===== src/spq_pkg.sv =====
// Shared types and constants for the sorted priority queue.
package spq_pkg;

  localparam int CAPACITY = 32;
  localparam int ADDR_W   = $clog2(CAPACITY);
  localparam int CNT_W    = $clog2(CAPACITY + 1);
  localparam int ID_W     = 16;
  localparam int PRI_W    = 8;
  localparam int OCC_W    = 6;

  typedef enum logic [1:0] {
    OP_INSERT = 2'd0,
    OP_POP_HI = 2'd1,
    OP_POP_LO = 2'd2,
    OP_REMOVE = 2'd3
  } op_t;

  typedef enum logic [1:0] {
    ST_OK   = 2'd0,
    ST_MISS = 2'd1,
    ST_FULL = 2'd2
  } status_t;

  typedef struct packed {
    logic [ID_W-1:0]  id;
    logic [PRI_W-1:0] pri;
  } entry_t;

  localparam int ENTRY_W = $bits(entry_t);

endpackage


===== src/spq_if.sv =====
// Handshake channel interfaces for operation words and result words.
interface spq_in_if;
  logic                          valid;
  logic                          ready;
  logic [1:0]                    op;
  logic [spq_pkg::ID_W-1:0]      item_id;
  logic [spq_pkg::PRI_W-1:0]     priority_req;
  modport source (output valid, op, item_id, priority_req, input ready);
  modport sink   (input valid, op, item_id, priority_req, output ready);
endinterface

interface spq_out_if;
  logic                          valid;
  logic                          ready;
  logic [spq_pkg::ID_W-1:0]      out_id;
  logic [spq_pkg::PRI_W-1:0]     out_priority;
  logic [1:0]                    status;
  logic [spq_pkg::OCC_W-1:0]     occupancy;
  modport source (output valid, out_id, out_priority, status, occupancy, input ready);
  modport sink   (input valid, out_id, out_priority, status, occupancy, output ready);
endinterface


===== src/spq_ram.sv =====
// Simple dual-port RAM, one write and one registered read per cycle.
module spq_ram #(
  parameter int ADDR_W = 5,
  parameter int DATA_W = 24
) (
  input  logic              clk,
  input  logic              wr_en,
  input  logic [ADDR_W-1:0] wr_addr,
  input  logic [DATA_W-1:0] wr_data,
  input  logic              rd_en,
  input  logic [ADDR_W-1:0] rd_addr,
  output logic [DATA_W-1:0] rd_data
);

  logic [DATA_W-1:0] mem [2**ADDR_W];

  always_ff @(posedge clk) begin
    if (wr_en) begin
      mem[wr_addr] <= wr_data;
    end
    if (rd_en) begin
      rd_data <= mem[rd_addr];
    end
  end

endmodule


===== src/sorted_priority_queue.sv =====
// Sorted priority queue: entries are held in a RAM in descending priority
// order (first-in-first-out among equal priorities). One operation word is
// taken at a time. Insert walks from the tail toward the head, shifting
// lower-priority entries down one place; pop-highest and remove-by-id walk
// from the head, closing the gap behind the removed entry; pop-lowest reads
// only the tail. Each visited entry takes a RAM read, then the
// read-modify-write step. The result word sits in an output register, so
// the next word is taken while a result waits. No clearing pass follows
// reset.
module sorted_priority_queue (
  input logic      clk,
  input logic      rst_n,
  spq_in_if.sink   in_w,
  spq_out_if.source out_w
);
  import spq_pkg::*;

  typedef enum logic [2:0] {S_IDLE, S_RD, S_PR, S_INS, S_FIN} state_t;

  state_t              state_r;
  op_t                 op_r;
  logic [ID_W-1:0]     id_r;
  logic [PRI_W-1:0]    pri_r;
  logic [CNT_W-1:0]    k_r;
  logic [CNT_W-1:0]    cnt_r;
  logic                found_r;
  entry_t              res_r;
  status_t             res_st_r;
  logic                out_valid_r;
  entry_t              out_ent_r;
  status_t             out_st_r;
  logic [OCC_W-1:0]    out_occ_r;

  logic                wr_en;
  logic [ADDR_W-1:0]   wr_addr;
  entry_t              wr_data;
  logic                rd_en;
  logic [ADDR_W-1:0]   rd_addr;
  logic [ENTRY_W-1:0]  rd_raw;
  entry_t              rd_ent;
  logic                match;
  logic [CNT_W-1:0]    k_dec;
  logic [CNT_W-1:0]    k_inc;

  assign rd_ent = entry_t'(rd_raw);
  assign k_dec  = k_r - CNT_W'(1);
  assign k_inc  = k_r + CNT_W'(1);
  assign match  = (op_r == OP_POP_HI) ? (k_r == '0) : (rd_ent.id == id_r);

  spq_ram #(.ADDR_W(ADDR_W), .DATA_W(ENTRY_W)) u_ram (
    .clk     (clk),
    .wr_en   (wr_en),
    .wr_addr (wr_addr),
    .wr_data (wr_data),
    .rd_en   (rd_en),
    .rd_addr (rd_addr),
    .rd_data (rd_raw)
  );

  always_comb begin
    rd_en   = (state_r == S_RD);
    rd_addr = (op_r == OP_INSERT) ? k_dec[ADDR_W-1:0] : k_r[ADDR_W-1:0];
    wr_en   = 1'b0;
    wr_addr = k_r[ADDR_W-1:0];
    wr_data = rd_ent;
    case (state_r)
      S_INS: begin
        wr_en   = 1'b1;
        wr_data = '{id: id_r, pri: pri_r};
      end
      S_PR: begin
        case (op_r)
          OP_INSERT: begin
            wr_en = 1'b1;
            if (rd_ent.pri >= pri_r) begin
              wr_data = '{id: id_r, pri: pri_r};
            end
          end
          OP_POP_HI, OP_REMOVE: begin
            wr_en   = found_r;
            wr_addr = k_dec[ADDR_W-1:0];
          end
          default: ;
        endcase
      end
      default: ;
    endcase
  end

  assign in_w.ready         = (state_r == S_IDLE);
  assign out_w.valid        = out_valid_r;
  assign out_w.out_id       = out_ent_r.id;
  assign out_w.out_priority = out_ent_r.pri;
  assign out_w.status       = out_st_r;
  assign out_w.occupancy    = out_occ_r;

  always_ff @(posedge clk) begin
    if (!rst_n) begin
      state_r     <= S_IDLE;
      cnt_r       <= '0;
      out_valid_r <= 1'b0;
      found_r     <= 1'b0;
    end else begin
      if (out_valid_r && out_w.ready && state_r != S_FIN) begin
        out_valid_r <= 1'b0;
      end
      case (state_r)
        S_IDLE: begin
          if (in_w.valid) begin
            op_r    <= op_t'(in_w.op);
            id_r    <= in_w.item_id;
            pri_r   <= in_w.priority_req;
            found_r <= 1'b0;
            res_r   <= '0;
            res_st_r <= ST_MISS;
            case (op_t'(in_w.op))
              OP_INSERT: begin
                k_r <= cnt_r;
                if (cnt_r == CNT_W'(CAPACITY)) begin
                  res_r    <= '{id: in_w.item_id, pri: in_w.priority_req};
                  res_st_r <= ST_FULL;
                  state_r  <= S_FIN;
                end else if (cnt_r == '0) begin
                  state_r <= S_INS;
                end else begin
                  state_r <= S_RD;
                end
              end
              OP_POP_LO: begin
                k_r     <= cnt_r - CNT_W'(1);
                state_r <= (cnt_r == '0) ? S_FIN : S_RD;
              end
              default: begin
                k_r     <= '0;
                state_r <= (cnt_r == '0) ? S_FIN : S_RD;
              end
            endcase
          end
        end
        S_RD: begin
          state_r <= S_PR;
        end
        S_PR: begin
          case (op_r)
            OP_INSERT: begin
              if (rd_ent.pri >= pri_r) begin
                cnt_r    <= cnt_r + CNT_W'(1);
                res_r    <= '{id: id_r, pri: pri_r};
                res_st_r <= ST_OK;
                state_r  <= S_FIN;
              end else begin
                k_r     <= k_dec;
                state_r <= (k_dec == '0) ? S_INS : S_RD;
              end
            end
            OP_POP_LO: begin
              cnt_r    <= cnt_r - CNT_W'(1);
              res_r    <= rd_ent;
              res_st_r <= ST_OK;
              state_r  <= S_FIN;
            end
            default: begin
              if (!found_r && match) begin
                found_r  <= 1'b1;
                res_r    <= rd_ent;
                res_st_r <= ST_OK;
              end
              k_r <= k_inc;
              if (k_inc == cnt_r) begin
                if (found_r || match) begin
                  cnt_r <= cnt_r - CNT_W'(1);
                end
                state_r <= S_FIN;
              end else begin
                state_r <= S_RD;
              end
            end
          endcase
        end
        S_INS: begin
          cnt_r    <= cnt_r + CNT_W'(1);
          res_r    <= '{id: id_r, pri: pri_r};
          res_st_r <= ST_OK;
          state_r  <= S_FIN;
        end
        S_FIN: begin
          if (!out_valid_r || out_w.ready) begin
            out_valid_r <= 1'b1;
            out_ent_r   <= res_r;
            out_st_r    <= res_st_r;
            out_occ_r   <= OCC_W'(cnt_r);
            state_r     <= S_IDLE;
          end
        end
        default: state_r <= S_IDLE;
      endcase
    end
  end

  a_cnt_bound: assert property (@(posedge clk) disable iff (!rst_n)
    cnt_r <= CNT_W'(CAPACITY))
    else $error("entry count above capacity");

  a_full_occ: assert property (@(posedge clk) disable iff (!rst_n)
    (out_valid_r && out_st_r == ST_FULL) |-> (out_occ_r == OCC_W'(CAPACITY)))
    else $error("full status with queue not full");

  a_busy: assert property (@(posedge clk) disable iff (!rst_n)
    (in_w.valid && in_w.ready) |=> (state_r != S_IDLE))
    else $error("accepted word left no work");

  a_miss_zero: assert property (@(posedge clk) disable iff (!rst_n)
    (out_valid_r && out_st_r == ST_MISS) |-> (out_ent_r == '0))
    else $error("miss result carries data");

endmodule


===== src/flat_wrapper.sv =====
// flat-port wrapper written by rule: the top's interface ports become plain ports
module sorted_priority_queue_flat import spq_pkg::*;
  (clk, rst_n, in_w_valid, in_w_op, in_w_item_id, in_w_priority_req, in_w_ready, out_w_valid, out_w_out_id, out_w_out_priority, out_w_status, out_w_occupancy, out_w_ready);
  spq_in_if in_w_i ();
  spq_out_if out_w_i ();
  input logic clk;
  input logic rst_n;
  input wire logic [$bits(in_w_i.valid)-1:0] in_w_valid;
  input wire logic [$bits(in_w_i.op)-1:0] in_w_op;
  input wire logic [$bits(in_w_i.item_id)-1:0] in_w_item_id;
  input wire logic [$bits(in_w_i.priority_req)-1:0] in_w_priority_req;
  output wire logic [$bits(in_w_i.ready)-1:0] in_w_ready;
  output wire logic [$bits(out_w_i.valid)-1:0] out_w_valid;
  output wire logic [$bits(out_w_i.out_id)-1:0] out_w_out_id;
  output wire logic [$bits(out_w_i.out_priority)-1:0] out_w_out_priority;
  output wire logic [$bits(out_w_i.status)-1:0] out_w_status;
  output wire logic [$bits(out_w_i.occupancy)-1:0] out_w_occupancy;
  input wire logic [$bits(out_w_i.ready)-1:0] out_w_ready;
  assign in_w_i.valid = in_w_valid;
  assign in_w_i.op = in_w_op;
  assign in_w_i.item_id = in_w_item_id;
  assign in_w_i.priority_req = in_w_priority_req;
  assign in_w_ready = in_w_i.ready;
  assign out_w_valid = out_w_i.valid;
  assign out_w_out_id = out_w_i.out_id;
  assign out_w_out_priority = out_w_i.out_priority;
  assign out_w_status = out_w_i.status;
  assign out_w_occupancy = out_w_i.occupancy;
  assign out_w_i.ready = out_w_ready;
  sorted_priority_queue u_core (.clk(clk), .rst_n(rst_n), .in_w(in_w_i), .out_w(out_w_i));
endmodule

===== config.mk =====
export PLATFORM = sky130hd
export DESIGN_NAME = sorted_priority_queue_flat
export DESIGN_NICKNAME = d
export VERILOG_FILES = /design/src/spq_pkg.sv /design/src/spq_if.sv /design/src/spq_ram.sv /design/src/sorted_priority_queue.sv /design/src/flat_wrapper.sv
export SDC_FILE = /design/constraint.sdc
export NUM_CORES = 1
export LEC_CHECK = 0
export BUFFER_PORTS_ARGS = -buffer_cell sky130_fd_sc_hd__buf_2
export CAP_MARGIN = 20
export CORE_MARGIN = 2
export CORE_UTILIZATION = 50
export CTS_CLUSTER_DIAMETER = 150
export CTS_CLUSTER_SIZE = 24
export DETAILED_ROUTE_END_ITERATION = 10
export PLACE_DENSITY_LB_ADDON = 0.25
export RECOVER_POWER = 100
export SLEW_MARGIN = 5
export SYNTH_ARGS = -nofsm -noshare
export SYNTH_HDL_FRONTEND = slang
export SYNTH_HIERARCHICAL = 1
export SYNTH_SLANG_ARGS = --single-unit

===== constraint.sdc =====
create_clock -name clk -period 4.05 [get_ports clk]
set_input_delay 0.81 -clock clk [delete_from_list [all_inputs] [get_ports clk]]
set_output_delay 0.81 -clock clk [all_outputs]
set_load 0.03 [all_outputs]

==> results of run 1 <==
## flip-flops by register name, summed over array words and instances (netlist names)
signal,cells
u_core/u_ram/mem,768
u_core/res_r,24
u_core/u_ram/rd_data,24
u_core/id_r,16
u_core/out_w.out_id,16
u_core/out_w.out_priority,8
u_core/pri_r,8
u_core/cnt_r,6
u_core/k_r,6
u_core/out_w.occupancy,6
u_core/state_r,3
u_core/op_r,2
u_core/out_w.status,2
u_core/res_st_r,2
u_core/found_r,1
u_core/out_w.valid,1
## power breakdown
group	switching (W)	internal (W)	total, W
sequential	0.000146	0.0106	0.0107
clock	0.00270	0.00200	0.00470
combinational	0.00203	0.00110	0.00313
total	0.00488	0.0137	0.0185
## stage by stage
step / instances / hold WS, ns
2_1_floorplan: 2139 / 0.400
3_3_place_gp: 3114 / 0.401
3_5_place_dp: 3115 / 0.405
4_1_cts: 3169 / 0.351
5_1_grt: 3169 / 0.362
6_report: 3169 / 0.394
## placed cells by master, fill, tap and decap left out, types with 3 or more instances in the layout
cell type,instances
edfxtp_1,882
mux2i_1,385
nand2_1,93
a21oi_1,86
nand3_1,81
a22oi_1,74
clkbuf_1,72
a22o_1,48
clkbuf_16,44
inv_1,37
nor2_1,30
nor3_1,30
a31oi_1,28
buf_4,28
nor2_2,26
xor2_1,25
a222oi_1,24
clkbuf_4,20
xnor2_1,19
mux2_1,14
ha_1,14
buf_12,14
o21ai_0,12
clkbuf_2,12
buf_2,11
dfxtp_1,11
mux2_2,10
o22ai_1,7
or3_1,7
nand2b_1,6
nor4_1,6
nor2b_1,5
nand3b_1,5
nand4_1,4
nor3b_1,3
a41oi_1,3
or3b_2,3
## synthesized netlist by cell type, types with 7 or more instances
| master | number | share of area |
|---|---|---|
| dfxtp_1 | 11 | 0.0061 |
| a31oi_1 | 27 | 0.0047 |
| nor2b_1 | 7 | 0.0012 |
| xnor2_1 | 20 | 0.0049 |
| mux2i_1 | 385 | 0.11 |
| buf_2 | 31 | 0.0043 |
| nand3_1 | 81 | 0.011 |
| or3_1 | 7 | 0.0012 |
| buf_4 | 18 | 0.0038 |
| nand2_1 | 93 | 0.0097 |
| a21oi_1 | 86 | 0.012 |
| a222oi_1 | 24 | 0.0067 |
| a22o_1 | 48 | 0.012 |
| inv_1 | 37 | 0.0039 |
| o22ai_1 | 7 | 0.0012 |
| a22oi_1 | 74 | 0.015 |
| nor2_1 | 56 | 0.0058 |
| clkbuf_1 | 41 | 0.0043 |
| o21ai_0 | 12 | 0.0017 |
| nor3_1 | 30 | 0.0042 |
| mux2_2 | 22 | 0.0069 |
| ha_1 | 14 | 0.0049 |
| xor2_1 | 25 | 0.0061 |
| edfxtp_1 | 882 | 0.74 |
| buf_6 | 27 | 0.0085 |
## routing by layer
metal / global-route usage / vias to the layer above
li1: - / 8478
met2: 0.354 / 587
met3: 0.0296 / 101
met4: 0.0471 / 0
met5: 0 / -
met1: 0.300 / 9669
## cell families (layout without fill, tap and decap cells)
family                     after synthesis  after routing
and+or+nand+nor                        317            317
muxes                                  409            409
buffers and inverters                  163            243
DFF                                    893            893
AOI/OAI and AO/OA                      298            298
adders and majority gates               14             14
xor gates and xnor gates                45             45
## worst max path at each step
stage                      startpoint                  endpoint
detailed placement  u_core/state_r[1]  u_core/u_ram/mem[28][18]
CTS                 u_core/state_r[1]  u_core/u_ram/mem[28][17]
floorplan               u_core/k_r[0]   u_core/u_ram/mem[19][0]
global placement        u_core/k_r[0]  u_core/u_ram/rd_data[20]
global route        u_core/state_r[1]  u_core/u_ram/mem[14][22]
finish              u_core/state_r[1]  u_core/u_ram/mem[14][22]
## cell type report
type | instances | share of cell area
sequential | 893 | 0.692
timing repair buffer | 150 | 0.0259
tap | 950 | 0.0308
clock inverter | 3 | 0.00117
multi-input combinational | 1083 | 0.217
clock buffer | 51 | 0.0292
inverter | 39 | 0.00379
==> impl_metrics.json, run 1 <==
{
  "worst_slack_ns": 0.231,
  "place_ws_ns": 0.490,
  "ys.flop_type": "edfxtp_1",
  "antenna_cells": 0,
  "ys_ff_latch": 893,
  "multi_input_area_mm2": 0.00838,
  "slew_viol_final": 59,
  "slew_headroom": -0.592,
  "r2r_start": "u_core/state_r[1]",
  "setup_viol": 0,
  "max_freq_mhz": 262,
  "fillers": 5656,
  "core_mm2": 0.0714,
  "fin_setup_tns_ns": 0,
  "rsz0062_at_grt": "false",
  "cp_common_cell": "nor2_1",
  "cts_buffer_depth": 3,
  "worstPathCellList": "nor2b_2, nand2b_2, nor2_1, nand2_1, xnor2_1, nand3b_1, nor2_1, clkbuf_2",
  "total_power_w": 0.0185,
  "critPathTopFamily": "simple AND/OR/NAND/NOR gates",
  "synth_compound_area_frac": 0.0584,
  "cts-hold-fix-buffers": 0,
  "dr.pass1.iters": 8,
  "ioPinCount": 64,
  "wl_met2_um": 37900,
  "cts_max_level": 2,
  "drc_errors": 0,
  "syn_nets": 2183,
  "ff_latch_area_mm2": 0.0267,
  "yosysWarnings": 6,
  "tightest_slew_ns": 2.39,
  "synthDistinctLibCells": 64,
  "clkTransAtPathRegs_ns": 0.10,
  "synth.yosys.seq_area_share": 0.743,
  "slowest_stage": "xnor2_1",
  "reg2reg_slack_ns": 0.23,
  "ant_nets": 0,
  "syn_avg_cell_area_um2": 16.8,
  "min_to": "u_core/pri_r[4]",
  "slowest_delay_ns": 0.71,
  "clock_skew_ns": 0.0321,
  "drt_iter0_markers": 1965,
  "rr_worst_depth": 8,
  "ir_drop_mv": 0.343,
  "drive_gt1_frac": 0.0834,
  "cp-start-kind": "flip-flop",
  "final_area_mm2": 0.0386,
  "wl_met3_um": 4900,
  "hold_path.class": "input pin to flip-flop",
  "die_area_mm2": 0.0740,
  "cts_buffers": 43,
  "grt_pass1_vias": 18600,
  "final_nets": 2254,
  "synth_top_family_by_area": "multiplexers",
  "synth-edff-count": 882,
  "port_buffers": 63,
  "viasPerCell": 5.94,
  "insertion_delay_ns": 0.62,
  "syn_to_final_growth_pct": 7.40,
  "cp-end-kind": "flip-flop",
  "violations": "capacitance limit, slew limit",
  "crit_fanout": 16,
  "cp_num_cells": 8,
  "die_h_um": 272,
  "min_delay_path_depth": 1,
  "max_cap_violations": 2,
  "dp_hpwl_um": 47800,
  "synth_fa_ha_area_frac": 0.00487,
  "synthXorXnorAreaFrac": 0.0110,
  "r2r-end": "u_core/u_ram/mem[14][22]",
  "crit_type": "flip-flop to flip-flop",
  "grt_usage": 0.213,
  "fin_util": 0.541,
  "top_layer": "met4",
  "cts.sinks": 893,
  "cts_tree": "done",
  "synth-async-reset-ratio": 0,
  "grt_max_degree": 95,
  "dpl_cell_area_mm2": 0.0377,
  "wl_met1_um": 34500,
  "die_w_um": 272,
  "antenna_found_initial": 1,
  "fin_crit_sh": 0.943,
  "synth.area.mux_share": 0.115,
  "clockRootBuffer": "clkbuf_16",
  "worstPathArrival_ns": 4.06,
  "wirelength_um": 79000,
  "holdCritStartpoint": "in_w_priority_req[4]",
  "period_needed_ns": 3.82,
  "vias": 18800,
  "critPathBufInv": 1,
  "hold_viol": 0,
  "p_per_area_mw_per_mm2": 480,
  "grt_pass1_wl_um": 118000,
  "syn_inst": 2139,
  "cts_setup_buffers": 0,
  "place_congestion": 0.842,
  "syn_area_mm2": 0.0359,
  "grt_overflow": 0,
  "rows": 98,
  "leakagePower_nw": 13.2,
  "synthSimpleGateAreaFrac": 0.0421,
  "cp.required_ns": 4.30,
  "outcome": "complete, but fails checks",
  "cts_resized": 0,
  "wl_per_cell_um": 24.9,
  "start_util": 0.504
}
Power figures use the tool's default switching activity.
==> run 2: changes to the inputs <==
- CTS_CLUSTER_DIAMETER: 150 -> 40
- clock period: 4.05 -> 4.7 ns (I/O delays scaled with it)
==> run 2 against run 1 <==
Against the previous run:
- the run still ends with capacitance limit, slew limit left
- clock skew increased by 0.0041 ns
- register-to-register slack improved by 0.36 ns
- sequential power decreased by 14%
- total power increased by 6.9%
- via count increased by 2.2%
- worst setup slack improved by 0.36 ns
- fmax decreased by 7.1%
- critical path depth increased by 2
- final cell count increased by 3.2%
==> impl_metrics.json, run 2 (synthesis gave the netlist of run 1 again) <==
{
  "max_cap_violations": 3,
  "fin_crit_sh": 0.875,
  "die_h_um": 272,
  "die_w_um": 272,
  "clkPwrFrac": 0.400,
  "port_buffers": 63,
  "period_needed_ns": 4.11,
  "wirelength_um": 80700,
  "combPwrFrac": 0.133,
  "ir_drop_mv": 0.394,
  "worstPathCellList": "inv_1, ha_1, nand2b_1, a2111o_1, a31oi_1, o21a_2, nor2_1, o21ai_4, buf_4, mux2_1",
  "start_util": 0.504,
  "cp-end-kind": "flip-flop",
  "core_mm2": 0.0714,
  "grt_overflow": 0,
  "insertion_delay_ns": 0.64,
  "drc_errors": 0,
  "place_ws_ns": 0.813,
  "antenna_found_initial": 6,
  "largest_reg_flops": 768,
  "layout.cells.non_filler": 3270,
  "wl_per_cell_um": 24.7,
  "final_cell_mix": "edfxtp_1, mux2i_1, clkbuf_16",
  "total_power_w": 0.0198,
  "slowest_stage": "mux2_1",
  "clockRootBuffer": "clkbuf_16",
  "critPathTopFamily": "compound AO/OA/AOI/OAI gates",
  "grt_pass1_vias": 19200,
  "crit_fanout": 32,
  "outcome": "complete, but fails checks",
  "drt_iter0_markers": 2156,
  "p_int_w": 0.0145,
  "cts_tree": "done",
  "dr.pass1.iters": 6,
  "clock_skew_ns": 0.0362,
  "cts_setup_buffers": 0,
  "worstPathArrival_ns": 4.34,
  "place_congestion": 0.852,
  "cts_resized": 0,
  "violations": "capacitance limit, slew limit",
  "hold_path.class": "flip-flop to flip-flop",
  "leakagePower_nw": 14.1,
  "p_per_area_mw_per_mm2": 488,
  "drive_gt1_frac": 0.120,
  "tightest_slew_ns": 2.31,
  "worst_slack_ns": 0.589,
  "slew_headroom": -0.543,
  "ant_nets": 0,
  "switching_share": 0.269,
  "power_switching_w": 0.00533,
  "final_nets": 2282,
  "vias": 19300,
  "dp.cells": 3089,
  "cp-start-kind": "flip-flop",
  "ioPinCount": 64,
  "top_register": "u_core/u_ram/mem",
  "max_freq_mhz": 243,
  "seqPwrFrac": 0.467,
  "rows": 98,
  "syn_to_final_growth_pct": 13.0,
  "antenna_cells": 0,
  "cts_buffers": 97,
  "slew_viol_final": 86,
  "grt_pass1_wl_um": 121000,
  "cts-hold-fix-buffers": 0,
  "fillers": 5383,
  "fin_setup_tns_ns": 0,
  "cts_buffer_depth": 3,
  "cts_max_level": 3,
  "slowest_delay_ns": 1.00,
  "grt_usage": 0.218,
  "top_regs": "u_core/u_ram/mem: 768 flops, u_core/res_r: 24 flops, u_core/u_ram/rd_data: 24 flops",
  "viasPerCell": 5.89,
  "cp.required_ns": 4.93,
  "cts.sinks": 893,
  "setup_viol": 0,
  "critPathBufInv": 2,
  "crit_type": "flip-flop to flip-flop",
  "grt_max_degree": 115,
  "dp_hpwl_um": 46700,
  "hold_viol": 0,
  "rsz0062_at_grt": "false",
  "clkTransAtPathRegs_ns": 0.07,
  "die_area_mm2": 0.0740,
  "final_common_cell": "edfxtp_1"
}
-- run 2: power groups by stage --
stage          registers [W]  logic [W]  clock network, W
6_report             0.00925    0.00262           0.00793
5_1_grt              0.00926    0.00282           0.00837
3_5_place_dp         0.00941    0.00264                 0
3_3_place_gp         0.00940    0.00259                 0
2_1_floorplan        0.00937    0.00193                 0
4_1_cts              0.00923    0.00265           0.00806
-- run 2: stage by stage --
stage          hold WS (ns)  instance area (um^2)  utilization
2_1_floorplan         0.400                 35900            -
3_3_place_gp          0.402                 37300        0.523
3_5_place_dp          0.405                 37400        0.523
4_1_cts               0.420                 40800        0.572
5_1_grt               0.416                 40600        0.569
6_report              0.416                 40600        0.569
-- run 2: final timing paths --
path                                 from  slack, ns  cells past startpoint                      endpoint
setup / recovery  u_core/u_ram/rd_data[0]       0.59                     10      u_core/u_ram/mem[30][13]
hold / removal            u_core/res_r[7]       0.42                      0  u_core/out_w.out_priority[7]
setup reg to reg  u_core/u_ram/rd_data[0]       0.59                     10      u_core/u_ram/mem[30][13]
hold reg to reg           u_core/res_r[7]       0.42                      0  u_core/out_w.out_priority[7]
-- run 2: area by class of cell --
type	instances	area, um^2	area share
clock buffers	101	2480	0.0612
clock inverters	80	961	0.0237
flip-flops and latches	893	26700	0.657
repair buffers	124	751	0.0185
inverters	39	146	0.00360
multi-input cells	1083	8380	0.206
well taps	950	1190	0.0293
-- run 2: layer usage --
layer,global-route usage,part of all wire
met4,0.0695,0.022
met2,0.353,0.48
met5,0,0.00042
met3,0.0443,0.080
met1,0.300,0.42
-- run 2: worst reg2reg max path: cells and delay by family, from the launching register on --
family	cells	cell delay, ns
compound gates	4	1.26
fa+ha+maj	1	0.28
buf+inv	2	0.40
flops	1	0.53
mux	1	1.01
simple gates	2	0.22
